[config.mk]
export PLATFORM = sky130hd
export DESIGN_NAME = touch_swipe_hold_detector
export DESIGN_NICKNAME = d
export VERILOG_FILES = /design/src/rtl/core/tshd_pkg.sv /design/src/rtl/core/tshd_front.sv /design/src/rtl/core/tshd_queue.sv /design/src/rtl/core/tshd_back.sv /design/src/rtl/core/touch_swipe_hold_detector.sv
export SDC_FILE = /design/constraint.sdc
export NUM_CORES = 1
export LEC_CHECK = 0
export BUFFER_PORTS_ARGS = -buffer_cell sky130_fd_sc_hd__clkbuf_2
export CORE_ASPECT_RATIO = 0.5
export CORE_MARGIN = 2
export CORE_UTILIZATION = 53
export DETAILED_ROUTE_END_ITERATION = 8
export GPL_TIMING_DRIVEN = 1
export PLACE_DENSITY = 0.73
export SLEW_MARGIN = 5
export SYNTH_ARGS = -nofsm -noshare
export SYNTH_HDL_FRONTEND = slang
export SYNTH_HIERARCHICAL = 1
export SYNTH_SLANG_ARGS = --single-unit
[constraint.sdc]
create_clock -name i_clk -period 8.4 [get_ports i_clk]
set_input_delay 1.68 -clock i_clk [delete_from_list [all_inputs] [get_ports i_clk]]
set_output_delay 1.68 -clock i_clk [all_outputs]
set_load 0.02 [all_outputs]
[src/rtl/core/tshd_pkg.sv]
// ----------------------------------------------------------------------------
// tshd_pkg
// Shared types and codes for the touch swipe-and-hold detector.
// ----------------------------------------------------------------------------
package tshd_pkg;

    localparam int THR_W      = 12;
    localparam int TIME_W     = 32;
    localparam int CFG_IDX_W  = 3;
    localparam int CFG_DATA_W = 32;
    localparam int FIELD_W    = 2;

    // configuration register indexes
    localparam logic [CFG_IDX_W-1:0] CFG_SWIPE_THR   = 3'd0;
    localparam logic [CFG_IDX_W-1:0] CFG_RELEASE_THR = 3'd1;
    localparam logic [CFG_IDX_W-1:0] CFG_CONFIRM_MS  = 3'd2;
    localparam logic [CFG_IDX_W-1:0] CFG_SWAP_AXES   = 3'd3;
    localparam logic [CFG_IDX_W-1:0] CFG_INV_HORIZ   = 3'd4;
    localparam logic [CFG_IDX_W-1:0] CFG_INV_VERT    = 3'd5;

    // reset values of the configuration registers
    localparam logic [THR_W-1:0]  RST_SWIPE_THR   = 12'd400;
    localparam logic [THR_W-1:0]  RST_RELEASE_THR = 12'd200;
    localparam logic [TIME_W-1:0] RST_CONFIRM_MS  = 32'd1000;

    // result phase codes
    localparam logic [FIELD_W-1:0] PHASE_NONE      = 2'd0;
    localparam logic [FIELD_W-1:0] PHASE_HOLDING   = 2'd1;
    localparam logic [FIELD_W-1:0] PHASE_CONFIRMED = 2'd2;

    // direction codes
    localparam logic [FIELD_W-1:0] DIR_LEFT  = 2'd0;
    localparam logic [FIELD_W-1:0] DIR_RIGHT = 2'd1;
    localparam logic [FIELD_W-1:0] DIR_UP    = 2'd2;
    localparam logic [FIELD_W-1:0] DIR_DOWN  = 2'd3;

    typedef struct packed {
        logic [THR_W-1:0]  swipe_thr;
        logic [THR_W-1:0]  release_thr;
        logic [TIME_W-1:0] confirm_ms;
        logic              swap_axes;
        logic              inv_horiz;
        logic              inv_vert;
    } t_cfg;

    // classified sample handed from front to back
    typedef struct packed {
        logic               move;       // pressed and pen already down
        logic               ge_swipe;   // magnitude reaches swipe threshold
        logic               ge_release; // magnitude reaches release threshold
        logic [FIELD_W-1:0] dir;        // candidate direction
        logic [TIME_W-1:0]  time_ms;
    } t_item;

    typedef struct packed {
        logic active;
        logic confirm_sent;
    } t_back_status;

endpackage

[src/rtl/core/tshd_front.sv]
// ----------------------------------------------------------------------------
// tshd_front
// Tracks pen state and anchor, forms the oriented offset and classifies it.
// ----------------------------------------------------------------------------
module tshd_front import tshd_pkg::*; #(
    parameter int COORD_BITS = 12
) (
    input  logic              i_clk,
    input  logic              i_rst_n,
    input  t_cfg              i_cfg,
    input  logic              i_accept,
    input  logic              i_pressed,
    input  logic [11:0]       i_sample_x,
    input  logic [11:0]       i_sample_y,
    input  logic [TIME_W-1:0] i_time_ms,
    output t_item             o_item
);

    localparam int DW = COORD_BITS + 1;
    localparam int CW = (DW > THR_W) ? DW : THR_W;

    logic                  r_pen_down;
    logic [COORD_BITS-1:0] r_anchor_x;
    logic [COORD_BITS-1:0] r_anchor_y;

    logic [COORD_BITS-1:0] x;
    logic [COORD_BITS-1:0] y;
    logic signed [DW-1:0]  rdx;
    logic signed [DW-1:0]  rdy;
    logic signed [DW-1:0]  sdx;
    logic signed [DW-1:0]  sdy;
    logic signed [DW-1:0]  dx;
    logic signed [DW-1:0]  dy;
    logic [DW-1:0]         adx;
    logic [DW-1:0]         ady;
    logic [DW-1:0]         mag;
    logic                  dx_pos;
    logic                  dy_pos;

    assign x = COORD_BITS'(i_sample_x);
    assign y = COORD_BITS'(i_sample_y);

    assign rdx = $signed({1'b0, x}) - $signed({1'b0, r_anchor_x});
    assign rdy = $signed({1'b0, y}) - $signed({1'b0, r_anchor_y});
    assign sdx = i_cfg.swap_axes ? rdy : rdx;
    assign sdy = i_cfg.swap_axes ? rdx : rdy;
    assign dx  = i_cfg.inv_horiz ? -sdx : sdx;
    assign dy  = i_cfg.inv_vert  ? -sdy : sdy;

    assign adx = dx[DW-1] ? $unsigned(-dx) : $unsigned(dx);
    assign ady = dy[DW-1] ? $unsigned(-dy) : $unsigned(dy);
    assign mag = (adx > ady) ? adx : ady;

    assign dx_pos = !dx[DW-1] && (dx != '0);
    assign dy_pos = !dy[DW-1] && (dy != '0);

    always_comb begin
        o_item.move       = i_pressed && r_pen_down;
        o_item.ge_swipe   = CW'(mag) >= CW'(i_cfg.swipe_thr);
        o_item.ge_release = CW'(mag) >= CW'(i_cfg.release_thr);
        o_item.time_ms    = i_time_ms;
        // ties go to the vertical axis
        if (adx > ady) begin
            o_item.dir = dx_pos ? DIR_RIGHT : DIR_LEFT;
        end else begin
            o_item.dir = dy_pos ? DIR_DOWN : DIR_UP;
        end
    end

    always_ff @(posedge i_clk) begin
        if (!i_rst_n) begin
            r_pen_down <= 1'b0;
        end else if (i_accept) begin
            r_pen_down <= i_pressed;
        end
    end

    // latch the anchor on a fresh touch
    always_ff @(posedge i_clk) begin
        if (i_accept && i_pressed && !r_pen_down) begin
            r_anchor_x <= x;
            r_anchor_y <= y;
        end
    end

endmodule

[src/rtl/core/tshd_queue.sv]
// ----------------------------------------------------------------------------
// tshd_queue
// Two-entry queue between the front and back parts.
// ----------------------------------------------------------------------------
module tshd_queue import tshd_pkg::*; (
    input  logic  i_clk,
    input  logic  i_rst_n,
    input  logic  i_push,
    input  t_item i_item,
    output logic  o_full,
    input  logic  i_pop,
    output logic  o_valid,
    output t_item o_item
);

    localparam int DEPTH = 2;
    localparam int PW    = $clog2(DEPTH);

    t_item              r_mem [DEPTH];
    logic [PW-1:0]      r_wr_ptr;
    logic [PW-1:0]      r_rd_ptr;
    logic [PW:0]        r_count;
    logic [PW:0]        n_count;

    assign o_full  = (r_count == (PW+1)'(DEPTH));
    assign o_valid = (r_count != '0);
    assign o_item  = r_mem[r_rd_ptr];

    always_comb begin
        n_count = r_count;
        if (i_push && !i_pop) begin
            n_count = r_count + 1'b1;
        end else if (!i_push && i_pop) begin
            n_count = r_count - 1'b1;
        end
    end

    always_ff @(posedge i_clk) begin
        if (!i_rst_n) begin
            r_wr_ptr <= '0;
            r_rd_ptr <= '0;
            r_count  <= '0;
        end else begin
            r_count <= n_count;
            if (i_push) begin
                r_wr_ptr <= r_wr_ptr + 1'b1;
            end
            if (i_pop) begin
                r_rd_ptr <= r_rd_ptr + 1'b1;
            end
        end
    end

    always_ff @(posedge i_clk) begin
        if (i_push) begin
            r_mem[r_wr_ptr] <= i_item;
        end
    end

endmodule

[src/rtl/core/tshd_back.sv]
// ----------------------------------------------------------------------------
// tshd_back
// Gesture state and result register: starts, times, confirms and drops holds.
// ----------------------------------------------------------------------------
module tshd_back import tshd_pkg::*; (
    input  logic               i_clk,
    input  logic               i_rst_n,
    input  t_cfg               i_cfg,
    input  logic               i_q_valid,
    input  t_item              i_item,
    output logic               o_pop,
    output t_back_status       o_status,
    output logic               o_out_valid,
    input  logic               i_out_stall,
    output logic [FIELD_W-1:0] o_phase,
    output logic [FIELD_W-1:0] o_direction,
    output logic [TIME_W-1:0]  o_held_ms
);

    logic               r_active;
    logic               r_confirm_sent;
    logic [FIELD_W-1:0] r_dir;
    logic [TIME_W-1:0]  r_start_ms;

    logic               r_out_valid;
    logic [FIELD_W-1:0] r_phase;
    logic [FIELD_W-1:0] r_out_dir;
    logic [TIME_W-1:0]  r_held;

    logic               n_active;
    logic               n_confirm_sent;
    logic               n_start;
    logic [FIELD_W-1:0] n_phase;
    logic [FIELD_W-1:0] n_out_dir;
    logic [TIME_W-1:0]  n_held;
    logic [TIME_W-1:0]  held;

    // advance when the result register is free or being drained
    assign o_pop = i_q_valid && (!r_out_valid || !i_out_stall);
    assign held  = i_item.time_ms - r_start_ms;

    always_comb begin
        n_active       = r_active;
        n_confirm_sent = r_confirm_sent;
        n_start        = 1'b0;
        n_phase        = PHASE_NONE;
        n_out_dir      = DIR_LEFT;
        n_held         = '0;
        priority if (!i_item.move) begin
            n_active = 1'b0;
        end else if (!r_active) begin
            if (i_item.ge_swipe) begin
                n_active       = 1'b1;
                n_confirm_sent = 1'b0;
                n_start        = 1'b1;
                n_phase        = PHASE_HOLDING;
                n_out_dir      = i_item.dir;
            end
        end else if (!i_item.ge_release) begin
            n_active = 1'b0;
        end else begin
            n_out_dir = r_dir;
            n_held    = held;
            if (!r_confirm_sent && (held >= i_cfg.confirm_ms)) begin
                n_confirm_sent = 1'b1;
                n_phase        = PHASE_CONFIRMED;
            end else begin
                n_phase = PHASE_HOLDING;
            end
        end
    end

    always_ff @(posedge i_clk) begin
        if (!i_rst_n) begin
            r_active       <= 1'b0;
            r_confirm_sent <= 1'b0;
            r_out_valid    <= 1'b0;
        end else begin
            if (o_pop) begin
                r_active       <= n_active;
                r_confirm_sent <= n_confirm_sent;
                r_out_valid    <= 1'b1;
            end else if (!i_out_stall) begin
                r_out_valid <= 1'b0;
            end
        end
    end

    always_ff @(posedge i_clk) begin
        if (o_pop) begin
            r_phase   <= n_phase;
            r_out_dir <= n_out_dir;
            r_held    <= n_held;
            if (n_start) begin
                r_dir      <= i_item.dir;
                r_start_ms <= i_item.time_ms;
            end
        end
    end

    assign o_status.active       = r_active;
    assign o_status.confirm_sent = r_confirm_sent;
    assign o_out_valid           = r_out_valid;
    assign o_phase               = r_phase;
    assign o_direction           = r_out_dir;
    assign o_held_ms             = r_held;

endmodule

[src/rtl/core/touch_swipe_hold_detector.sv]
// ----------------------------------------------------------------------------
// touch_swipe_hold_detector
// Swipe-and-hold gesture detection on a stream of touch-panel samples.
//
// Channel   Direction  Handshake                    Beat
// in        sink       i_in_valid / o_in_stall      pressed, sample x/y, time_ms
// out       source     o_out_valid / i_out_stall    phase, direction, held_ms
// cfg       sink       i_cfg_valid / o_cfg_ready    register index, write data
//
// One beat per cycle in and out while neither side stalls; every input beat gives one result beat.
// An input beat passes through the front-to-back queue and then through the
// result register of the back part.
// o_in_stall rises when the two-entry queue is full. o_cfg_ready is always high.
// Synchronous active-low reset clears pen, gesture and queue state and loads
// the register defaults; no clearing pass follows.
// ----------------------------------------------------------------------------
module touch_swipe_hold_detector import tshd_pkg::*; #(
    parameter int COORD_BITS = 12
) (
    input  logic                  i_clk,
    input  logic                  i_rst_n,
    input  logic                  i_in_valid,
    output logic                  o_in_stall,
    input  logic                  i_pressed,
    input  logic [11:0]           i_sample_x,
    input  logic [11:0]           i_sample_y,
    input  logic [TIME_W-1:0]     i_time_ms,
    output logic                  o_out_valid,
    input  logic                  i_out_stall,
    output logic [FIELD_W-1:0]    o_phase,
    output logic [FIELD_W-1:0]    o_direction,
    output logic [TIME_W-1:0]     o_held_ms,
    input  logic                  i_cfg_valid,
    output logic                  o_cfg_ready,
    input  logic [CFG_IDX_W-1:0]  i_cfg_index,
    input  logic [CFG_DATA_W-1:0] i_cfg_data
);

    t_cfg         r_cfg;
    t_item        front_item;
    t_item        q_item;
    t_back_status back_status;
    logic         in_accept;
    logic         q_full;
    logic         q_valid;
    logic         q_pop;

    assign o_cfg_ready = 1'b1;
    assign o_in_stall  = q_full;
    assign in_accept   = i_in_valid && !q_full;

    always_ff @(posedge i_clk) begin
        if (!i_rst_n) begin
            r_cfg.swipe_thr   <= RST_SWIPE_THR;
            r_cfg.release_thr <= RST_RELEASE_THR;
            r_cfg.confirm_ms  <= RST_CONFIRM_MS;
            r_cfg.swap_axes   <= 1'b0;
            r_cfg.inv_horiz   <= 1'b0;
            r_cfg.inv_vert    <= 1'b0;
        end else if (i_cfg_valid && o_cfg_ready) begin
            unique case (i_cfg_index)
                CFG_SWIPE_THR:   r_cfg.swipe_thr   <= i_cfg_data[THR_W-1:0];
                CFG_RELEASE_THR: r_cfg.release_thr <= i_cfg_data[THR_W-1:0];
                CFG_CONFIRM_MS:  r_cfg.confirm_ms  <= i_cfg_data[TIME_W-1:0];
                CFG_SWAP_AXES:   r_cfg.swap_axes   <= i_cfg_data[0];
                CFG_INV_HORIZ:   r_cfg.inv_horiz   <= i_cfg_data[0];
                CFG_INV_VERT:    r_cfg.inv_vert    <= i_cfg_data[0];
                default: ;  // drop writes to unknown indexes
            endcase
        end
    end

    tshd_front #(
        .COORD_BITS (COORD_BITS)
    ) u_front (
        .i_clk      (i_clk),
        .i_rst_n    (i_rst_n),
        .i_cfg      (r_cfg),
        .i_accept   (in_accept),
        .i_pressed  (i_pressed),
        .i_sample_x (i_sample_x),
        .i_sample_y (i_sample_y),
        .i_time_ms  (i_time_ms),
        .o_item     (front_item)
    );

    tshd_queue u_queue (
        .i_clk   (i_clk),
        .i_rst_n (i_rst_n),
        .i_push  (in_accept),
        .i_item  (front_item),
        .o_full  (q_full),
        .i_pop   (q_pop),
        .o_valid (q_valid),
        .o_item  (q_item)
    );

    tshd_back u_back (
        .i_clk       (i_clk),
        .i_rst_n     (i_rst_n),
        .i_cfg       (r_cfg),
        .i_q_valid   (q_valid),
        .i_item      (q_item),
        .o_pop       (q_pop),
        .o_status    (back_status),
        .o_out_valid (o_out_valid),
        .i_out_stall (i_out_stall),
        .o_phase     (o_phase),
        .o_direction (o_direction),
        .o_held_ms   (o_held_ms)
    );

    // a result with no gesture carries zero direction and time
    a_none_zero: assert property (@(posedge i_clk) disable iff (!i_rst_n)
        (o_out_valid && (o_phase == PHASE_NONE)) |->
            ((o_direction == DIR_LEFT) && (o_held_ms == '0)))
        else $error("none result with nonzero direction or time");

    // a hold starts together with a holding beat at zero elapsed time
    a_hold_start: assert property (@(posedge i_clk) disable iff (!i_rst_n)
        $rose(back_status.active) |->
            (o_out_valid && (o_phase == PHASE_HOLDING) && (o_held_ms == '0)))
        else $error("hold started without a holding beat");

    // confirmation is marked exactly when a confirmed beat is loaded
    a_confirm: assert property (@(posedge i_clk) disable iff (!i_rst_n)
        $rose(back_status.confirm_sent) |->
            (o_out_valid && (o_phase == PHASE_CONFIRMED)))
        else $error("confirm flag set without a confirmed beat");

endmodule
### After elaboration in Yosys (flattened, before gate mapping)

Memories as Yosys holds them, arrays and structs flattened. A register that Yosys moved wholly into a read port is not among the register bits.
Index checks and enable logic that the tools add are counted.

* bits in registers: 161
* memory bits (writable): 74
* bits of input ports: 97
* output and inout bits: 39
* word-level logic and storage cells: 115
* memories kept: 1

Memories
* u_queue.r_mem: depth 2, width 37, read ports 1, clocked after memory_dff 1, write ports 1, line tshd_queue.sv:19 `t_item r_mem [DEPTH];`

* add/subtract/negate cells: 11
* magnitude comparators: 4
* equality and inequality tests: 9
* multiplexer cells: 35
* reduce and logical (&&, ||, !) cells: 35

Operator list (count)
* 2-to-1 mux 13 bit: 7
* negator 13 bit: 4
* greater-or-equal comparator 32 bit: 1
* subtractor 32 bit: 1
* greater-or-equal comparator 13 x 12 -> 1 bit: 2
* nonzero test 13 bit: 2
* subtractor 12 x 12 -> 13 bit: 2
* 2-to-1 mux 1 bit: 19
* 2-to-1 mux 2 bit: 9
* AND reduction 2 bit: 7
* > comparator 13 bit: 1
* logical AND 1 bit: 10
* logical NOT 1 bit: 9
* equality test 3 x 2 -> 1 bit, second input constant: 2
* equality test 3 bit, second input constant: 2
* nonzero test 2 bit: 3
* AND reduction 5 bit: 1
* != test 2 x 1 -> 1 bit, second input constant: 2
* equality test 3 x 1 -> 1 bit, second input constant: 1
* logical NOT 3 bit: 1
* AND reduction 3 bit: 1
* adder 1 bit, second input constant: 2
* adder 2 x 1 -> 2 bit, second input constant: 1
* equality test 2 bit, second input constant: 1
* 3 further kinds: 3

### Depth between registers and ports, before layout

Gate-level depths: netlist of run 1.

* depth in word-level cells: 9
* depth in mapped cells: 40
* mapped depth without buffers: 38

### Modules after synthesis

The synthesis of run 1 kept the hierarchy.

Modules (own cells, without submodules)
* tshd_back: times used 1, cells each 538, area each 5288.8 µm²
* tshd_front: times used 1, cells each 671, area each 5260.0 µm²
* tshd_queue: times used 1, cells each 137, area each 2899.0 µm²
* touch_swipe_hold_detector: times used 1, cells each 243, area each 2391.0 µm²

### Worst setup path before layout of run 1

No wires, ideal clock.

* path type: input-to-reg
* start point: in i_sample_y[0]
* end point: mem u_queue/r_mem[0][34] (netlist name), data pin
* library setup time: 256 ps
* arrival: 8248 ps
* required time: 8144 ps
* path slack: -104 ps
* cell stages on the path: 38
* buffers on the path: 2
* cell sequence: inv_1 -> ha_1 -> fa_1 -> nand2b_1 -> a21oi_1 -> mux2_2 -> nand3b_1 -> o22a_1 -> or3_1 -> o41a_1 -> xnor2_2 -> buf_4 -> nand2_1 -> o21ai_1 -> ha_1 -> nor2b_1 -> o21a_1 -> o21ai_0 -> [2 not listed] -> o21ai_0 -> nand3_1 -> a21oi_1 -> a211oi_1 -> nor2_1 -> clkbuf_1 -> mux2i_1 -> ha_1 -> a21o_1 -> a21o_1 -> a21o_1 -> a21oi_1 -> nor2b_1 -> o21ai_0 -> a21oi_1 -> o21ai_0 -> a211o_1 -> nand2_1

RTL lines
* start, declared: line touch_swipe_hold_detector.sv:26 `input logic [11:0] i_sample_y,`
* end, declared: line tshd_queue.sv:19

==> metrics.json, run 1 <==
{
  "drc_errors": {"value": 0},
  "detail_route.vias_per_cell": {"value": 5.58},
  "clock.fmax": {"value": 0.126, "unit": "GHz"},
  "final.fill_count": {"value": 2448},
  "hold-path-endpoint": {"value": "r_cfg[25]"},
  "detailedRoute.firstIterationViolations": {"value": 797},
  "synth.avg_cell_area": {"value": 9.97, "unit": "sq um"},
  "htree_num_levels": {"value": 1},
  "diodes": {"value": 0},
  "min-delay-path-class": {"value": "register to register"},
  "crit_path_max_fanout": {"value": 4},
  "mappedNetlistArea": {"value": 15800, "unit": "sq um"},
  "synth.net_count": {"value": 1816},
  "critPathArrivalTime": {"value": 8240, "unit": "ps"},
  "pwr_density_cell": {"value": 317, "unit": "nW/um^2"},
  "timing_hold_violations_final": {"value": 0},
  "timing.reg2reg.setup_slack": {"value": 1360, "unit": "ps"},
  "mostFrequentLayoutCells": {"value": "edfxtp_1 (168), nand2_1 (157), inv_1 (142), clkbuf_2 (133), ha_1 (129)"},
  "crit-reg2reg-capture": {"value": "u_queue/r_mem[1][35]"},
  "number_of_antenna_violations_at_the_first_check_in_global_routing": {"value": 0},
  "layout.cell_area.non_filler": {"value": 18100, "unit": "sq um"},
  "maxSlewViolCount": {"value": 0},
  "leakage": {"value": 0.00766, "unit": "uW"},
  "ir_drop": {"value": 0.000178, "unit": "V"},
  "run_status": {"value": "completed"},
  "track_usage": {"value": 24.4, "unit": "%"},
  "grt_pass1_vias": {"value": 12200},
  "placeableCoreArea": {"value": 29200, "unit": "sq um"},
  "cts_tree": {"value": "built"},
  "syn2layout_area_growth": {"value": 14.2, "unit": "%"},
  "crit_top_cell": {"value": "a21o_1"},
  "die_width": {"value": 248, "unit": "um"},
  "io_buffer_count": {"value": 134},
  "numClockSinks": {"value": 236},
  "dpl.hpwl": {"value": 29.8, "unit": "mm"},
  "final_period_minus_worst_setup_slack": {"value": 7950, "unit": "ps"},
  "global_route_wire_length_before_repair": {"value": 61.4, "unit": "mm"},
  "timing.critical_path.from_type": {"value": "input pin"},
  "regToRegStartpoint": {"value": "u_front/r_anchor_x[0]"},
  "floorplan.initialDensity": {"value": 54.2, "unit": "%"},
  "hold-path-cell-count": {"value": 2},
  "drt_first_pass_iters": {"value": 5},
  "post_layout_nonfiller_instances": {"value": 2160},
  "ant_nets": {"value": 0},
  "fin_skew": {"value": 19.1, "unit": "ps"},
  "vias": {"value": 12100},
  "setup.worst_path.end_class": {"value": "register"},
  "finalNetCount": {"value": 1980},
  "sum_of_routed_wire_length_over_all_layers": {"value": 38.5, "unit": "mm"},
  "timing.critical_path.slowest_cell_delay": {"value": 380, "unit": "ps"},
  "num_io_pins": {"value": 136},
  "reg2reg_depth": {"value": 36},
  "clkTransAtPathRegs": {"value": 60, "unit": "ps"},
  "clock-root-buffer": {"value": "clkbuf_16"},
  "cts-hold-fix-buffers": {"value": 0},
  "layout_worst_path_cycle_share": {"value": 94.6, "unit": "%"},
  "critPathKind": {"value": "input pin to register"},
  "critical_path_required": {"value": 8690, "unit": "ps"},
  "syn_inst": {"value": 1587},
  "die_area": {"value": 31300, "unit": "sq um"},
  "crit_path_top_delay_cell": {"value": "fa_1"},
  "clock_latency_on_the_worst_skew_pair": {"value": 550, "unit": "ps"},
  "die-height": {"value": 126, "unit": "um"},
  "number_of_buffers_created_by_cts": {"value": 24},
  "grt_max_degree": {"value": 108},
  "drive_gt1_share": {"value": 20.6, "unit": "%"},
  "final_common_cell": {"value": "edfxtp_1"},
  "final-setup-viol-count": {"value": 0},
  "route.detailed.wl_per_inst": {"value": 17.8, "unit": "um"},
  "post_place_instance_area": {"value": 17200, "unit": "sq um"},
  "dp_cells": {"value": 2115},
  "slew-limit-headroom": {"value": 19.6, "unit": "%"},
  "synthesis.yosys.warnings": {"value": 6},
  "hold_start": {"value": "r_cfg[25]"},
  "grt.overflow.total": {"value": 0},
  "drv.max_cap_violation_count": {"value": 0},
  "cts.path.max_buffers": {"value": 3},
  "placement_rows": {"value": 44},
  "globalplace.congestion": {"value": 0.955},
  "max_slew.worst_pin.slew": {"value": 1210, "unit": "ps"}
}
==> registers in the layout, indices dropped and copies added, names as in the netlist, named ones only <==
name,flops
u_front/r_anchor_x,12
u_back/o_phase,2
u_queue/r_rd_ptr,1
u_back/o_out_valid,1
u_back/r_dir,2
u_back/r_active,1
u_queue/r_wr_ptr,1
u_front/r_pen_down,1
r_cfg,59
u_queue/r_count,2
u_back/o_held_ms,32
u_back/r_confirm_sent,1
u_back/o_direction,2
u_front/r_anchor_y,12
u_queue/r_mem,74
u_back/r_start_ms,32
==> repair_timing <==
| action | CTS | global route |
|---|---|---|
| setup endpoints to repair | 0 | 4 |
| hold endpoints to repair | 0 | 0 |
| setup buffers | 0 | 1 |
| gates resized for setup | 0 | 11 |
==> power breakdown <==
part	total (uW)	internal (uW)	switching, uW
clock	1140	665	475
sequential	1590	1530	66.5
combinational	3000	1260	1740
total	5730	3460	2280
==> metal layers <==
metal / track usage [%] / routed length, um
met5: 0 / 0
met4: 7.00 / 976
met3: 3.43 / 1400
met2: 43.2 / 19000
met1: 31.0 / 17100
==> metrics by stage <==
step	hold WS (ps)	total power, uW	setup TNS (ps)	setup WS (ps)	utilization (%)
3_3_place_gp	444	4440	-492	-123	58.9
6_report	461	5730	0	452	61.9
3_5_place_dp	451	4550	-1310	-334	58.9
5_1_grt	476	6140	-47.0	-23.5	61.9
4_1_cts	461	5720	0	216	61.8
2_1_floorplan	434	3640	0	58.5	-
==> worst max-delay path by stage <==
stage	startpoint	slack, ps	to
6_report	i_sample_y[0]	450	u_queue/r_mem[1][35]
3_3_place_gp	i_sample_x[0]	-120	u_queue/r_mem[0][35]
2_1_floorplan	i_sample_y[0]	60	u_queue/r_mem[0][34]
4_1_cts	i_sample_x[0]	220	u_queue/r_mem[0][34]
3_5_place_dp	i_sample_x[0]	-330	u_queue/r_mem[0][34]
5_1_grt	i_sample_y[0]	-20	u_queue/r_mem[1][34]
==> final cells by class <==
class | instances | area, sq um | area share, %
timing repair buffer | 233 | 1420 | 7.84
tap | 391 | 489 | 2.71
inverter | 143 | 537 | 2.97
multi-input combinational | 1113 | 8390 | 46.4
sequential | 236 | 6410 | 35.4
clock inverter | 15 | 204 | 1.13
clock buffer | 29 | 629 | 3.48
==> worst max-delay path, delay by kind of cell <==
| kind | cells | cell delay, ps |
|---|---|---|
| multiplexers | 2 | 570 |
| XOR/XNOR | 2 | 330 |
| AO/OA/AOI/OAI | 17 | 2860 |
| AND/OR/NAND/NOR | 8 | 940 |
| buffers and inverters | 6 | 690 |
| adder cells (fa/ha/maj) | 4 | 1180 |
No activity file was read; power rests on OpenSTA's default activity.
==> run 2: changes to the inputs <==
Settings changed: ABC_AREA set to 1, GPL_ROUTABILITY_DRIVEN set to 0, REMOVE_ABC_BUFFERS set to 1.
==> run 2 against run 1 <==
Clock skew increased by 9.1 ps. Register-to-register slack better by 410 ps. Critical path depth rose by 2. Hold slack better by 14 ps. Power is 3.8% lower. Largest power group unchanged.
==> metrics.json, run 2 <==
{
  "holdWs": {"value": 475, "unit": "ps"},
  "met1_usage": {"value": 29.5, "unit": "%"},
  "die-height": {"value": 128, "unit": "um"},
  "finalNetCount": {"value": 2414},
  "dp_cells": {"value": 2559},
  "placeableCoreArea": {"value": 30300, "unit": "sq um"},
  "dpl.hpwl": {"value": 28.4, "unit": "mm"},
  "clock-root-buffer": {"value": "clkbuf_16"},
  "cts-hold-fix-buffers": {"value": 0},
  "layout.cell_area.non_filler": {"value": 17900, "unit": "sq um"},
  "synth.avg_cell_area": {"value": 7.83, "unit": "sq um"},
  "max_slew.worst_pin.slew": {"value": 1090, "unit": "ps"},
  "vias": {"value": 13500},
  "global_route_wire_length_before_repair": {"value": 60.4, "unit": "mm"},
  "timing.critical_path.to": {"value": "u_queue/r_mem[1][35]"},
  "setup.worst_path.end_class": {"value": "register"},
  "htree_num_levels": {"value": 1},
  "syn_inst": {"value": 2089},
  "final.fill_count": {"value": 2742},
  "diodes": {"value": 0},
  "numClockSinks": {"value": 236},
  "post_place_instance_area": {"value": 17100, "unit": "sq um"},
  "timing.critical_path.from_type": {"value": "input pin"},
  "cts.path.max_buffers": {"value": 3},
  "grt_util_met2": {"value": 40.3, "unit": "%"},
  "timing_hold_violations_final": {"value": 0},
  "grt_most_used_layer": {"value": "met2"},
  "crit_path_max_fanout": {"value": 16},
  "critPathKind": {"value": "input pin to register"},
  "io_buffer_count": {"value": 134},
  "sum_of_routed_wire_length_over_all_layers": {"value": 36.8, "unit": "mm"},
  "layout_worst_path_cycle_share": {"value": 87.6, "unit": "%"},
  "min-delay-path-class": {"value": "register to register"},
  "most_flop_heavy_register": {"value": "u_queue/r_mem"},
  "slew-limit-headroom": {"value": 27.2, "unit": "%"},
  "grt_max_degree": {"value": 67},
  "ir_drop": {"value": 0.000183, "unit": "V"},
  "cp-startpoint": {"value": "i_sample_x[0]"},
  "cts_setup_buffers": {"value": 0},
  "multiInputGateArea": {"value": 8090, "unit": "sq um"},
  "placement_rows": {"value": 45},
  "grt_use_met3": {"value": 3.37, "unit": "%"},
  "mostFrequentLayoutCells": {"value": "nand2_1 (494), inv_1 (337), nand3_1 (216), nor2_1 (212), edfxtp_1 (168)"},
  "post_cts_resized": {"value": 0},
  "detail_route.vias_per_cell": {"value": 5.19},
  "reg_top3": {"value": "u_queue/r_mem (74), r_cfg (59)"},
  "unrepaired_setup_endpoints_after_global_routing": {"value": "no"},
  "max_reg_flops": {"value": 74},
  "drc_errors": {"value": 0},
  "drive_gt1_share": {"value": 14.2, "unit": "%"},
  "setup_total_negative_slack": {"value": 0, "unit": "ps"},
  "mappedNetlistArea": {"value": 16400, "unit": "sq um"},
  "crit_path_top_delay_cell": {"value": "fa_1"},
  "final_common_cell": {"value": "nand2_1"},
  "register_area": {"value": 6410, "unit": "sq um"},
  "run_status": {"value": "completed"},
  "detailedRoute.firstIterationViolations": {"value": 928},
  "regToRegStartpoint": {"value": "r_cfg[2]"},
  "fin_skew": {"value": 28.2, "unit": "ps"},
  "die_width": {"value": 252, "unit": "um"},
  "p_total": {"value": 5510, "unit": "uW"},
  "ant_nets": {"value": 0},
  "maxSlewViolCount": {"value": 0},
  "synthesis.yosys.warnings": {"value": 6},
  "clkTransAtPathRegs": {"value": 70, "unit": "ps"},
  "number_of_antenna_violations_at_the_first_check_in_global_routing": {"value": 0},
  "grt_pass1_vias": {"value": 12500},
  "final_period_minus_worst_setup_slack": {"value": 7360, "unit": "ps"},
  "drv.max_cap_violation_count": {"value": 0},
  "final-setup-viol-count": {"value": 0},
  "drt_first_pass_iters": {"value": 5},
  "timing.reg2reg.setup_slack": {"value": 1770, "unit": "ps"},
  "leakage": {"value": 0.00870, "unit": "uW"},
  "syn2layout_area_growth": {"value": 9.18, "unit": "%"},
  "grt.overflow.total": {"value": 0},
  "number_of_buffers_created_by_cts": {"value": 23},
  "timing.critical_path.slowest_cell_delay": {"value": 480, "unit": "ps"},
  "post_layout_nonfiller_instances": {"value": 2601},
  "route.detailed.wl_per_inst": {"value": 14.1, "unit": "um"},
  "clock_latency_on_the_worst_skew_pair": {"value": 570, "unit": "ps"},
  "reg2reg_depth": {"value": 38},
  "critical_path_required": {"value": 8680, "unit": "ps"},
  "die_area": {"value": 32400, "unit": "sq um"},
  "cts_tree": {"value": "built"},
  "crit-reg2reg-capture": {"value": "u_queue/r_mem[1][35]"},
  "track_usage": {"value": 23.1, "unit": "%"},
  "num_io_pins": {"value": 136},
  "floorplan.initialDensity": {"value": 53.9, "unit": "%"},
  "clock.fmax": {"value": 0.136, "unit": "GHz"},
  "critPathArrivalTime": {"value": 7640, "unit": "ps"},
  "pwr_density_cell": {"value": 309, "unit": "nW/um^2"}
}
run 2: area by class of cell:
class / count / share of cell area [%]
inverter: 352 / 7.40
clock buffer: 25 / 3.27
tap: 399 / 2.80
clock inverter: 17 / 1.14
sequential: 236 / 35.9
multi-input combinational: 1427 / 45.3
timing repair buffer: 145 / 4.22
run 2: power breakdown:
part	switching [uW]	total (uW)	internal, uW
Clock	491	1100	608
Sequential	64.3	1610	1540
Combinational	1820	2810	988
Total	2380	5510	3140
run 2: critical path, delay by kind of cell:
family / cells / cell delay (ps)
and+or+nand+nor: 17 / 1960
buffers and inverters: 6 / 510
AOI/OAI and AO/OA: 13 / 1920
adders and majority gates: 5 / 1530
run 2: worst min-delay path by stage:
| stage | start | end | slack, ps | cells past startpoint |
|---|---|---|---|---|
| 2_1_floorplan | r_cfg[10] | r_cfg[10] | 440 | 2 |
| 4_1_cts | u_back/r_confirm_sent | u_back/r_confirm_sent | 480 | 2 |
| 6_report | r_cfg[9] | r_cfg[9] | 480 | 2 |
| 3_3_place_gp | r_cfg[55] | r_cfg[55] | 460 | 2 |
| 5_1_grt | r_cfg[22] | r_cfg[22] | 500 | 2 |
| 3_5_place_dp | r_cfg[9] | r_cfg[9] | 460 | 2 |
run 2: metal layers:
layer	part of all wire, %	wire length, um
met3	5.5	2020
met4	3.3	1210
met5	0	0
met2	47	17400
met1	44	16100
run 2: stage by stage:
stage	setup WS, ps	utilization [%]
global route	422	58.8
floorplan	841	-
finish	1040	58.8
global placement	752	56.2
detailed placement	558	56.2
CTS	1120	58.8
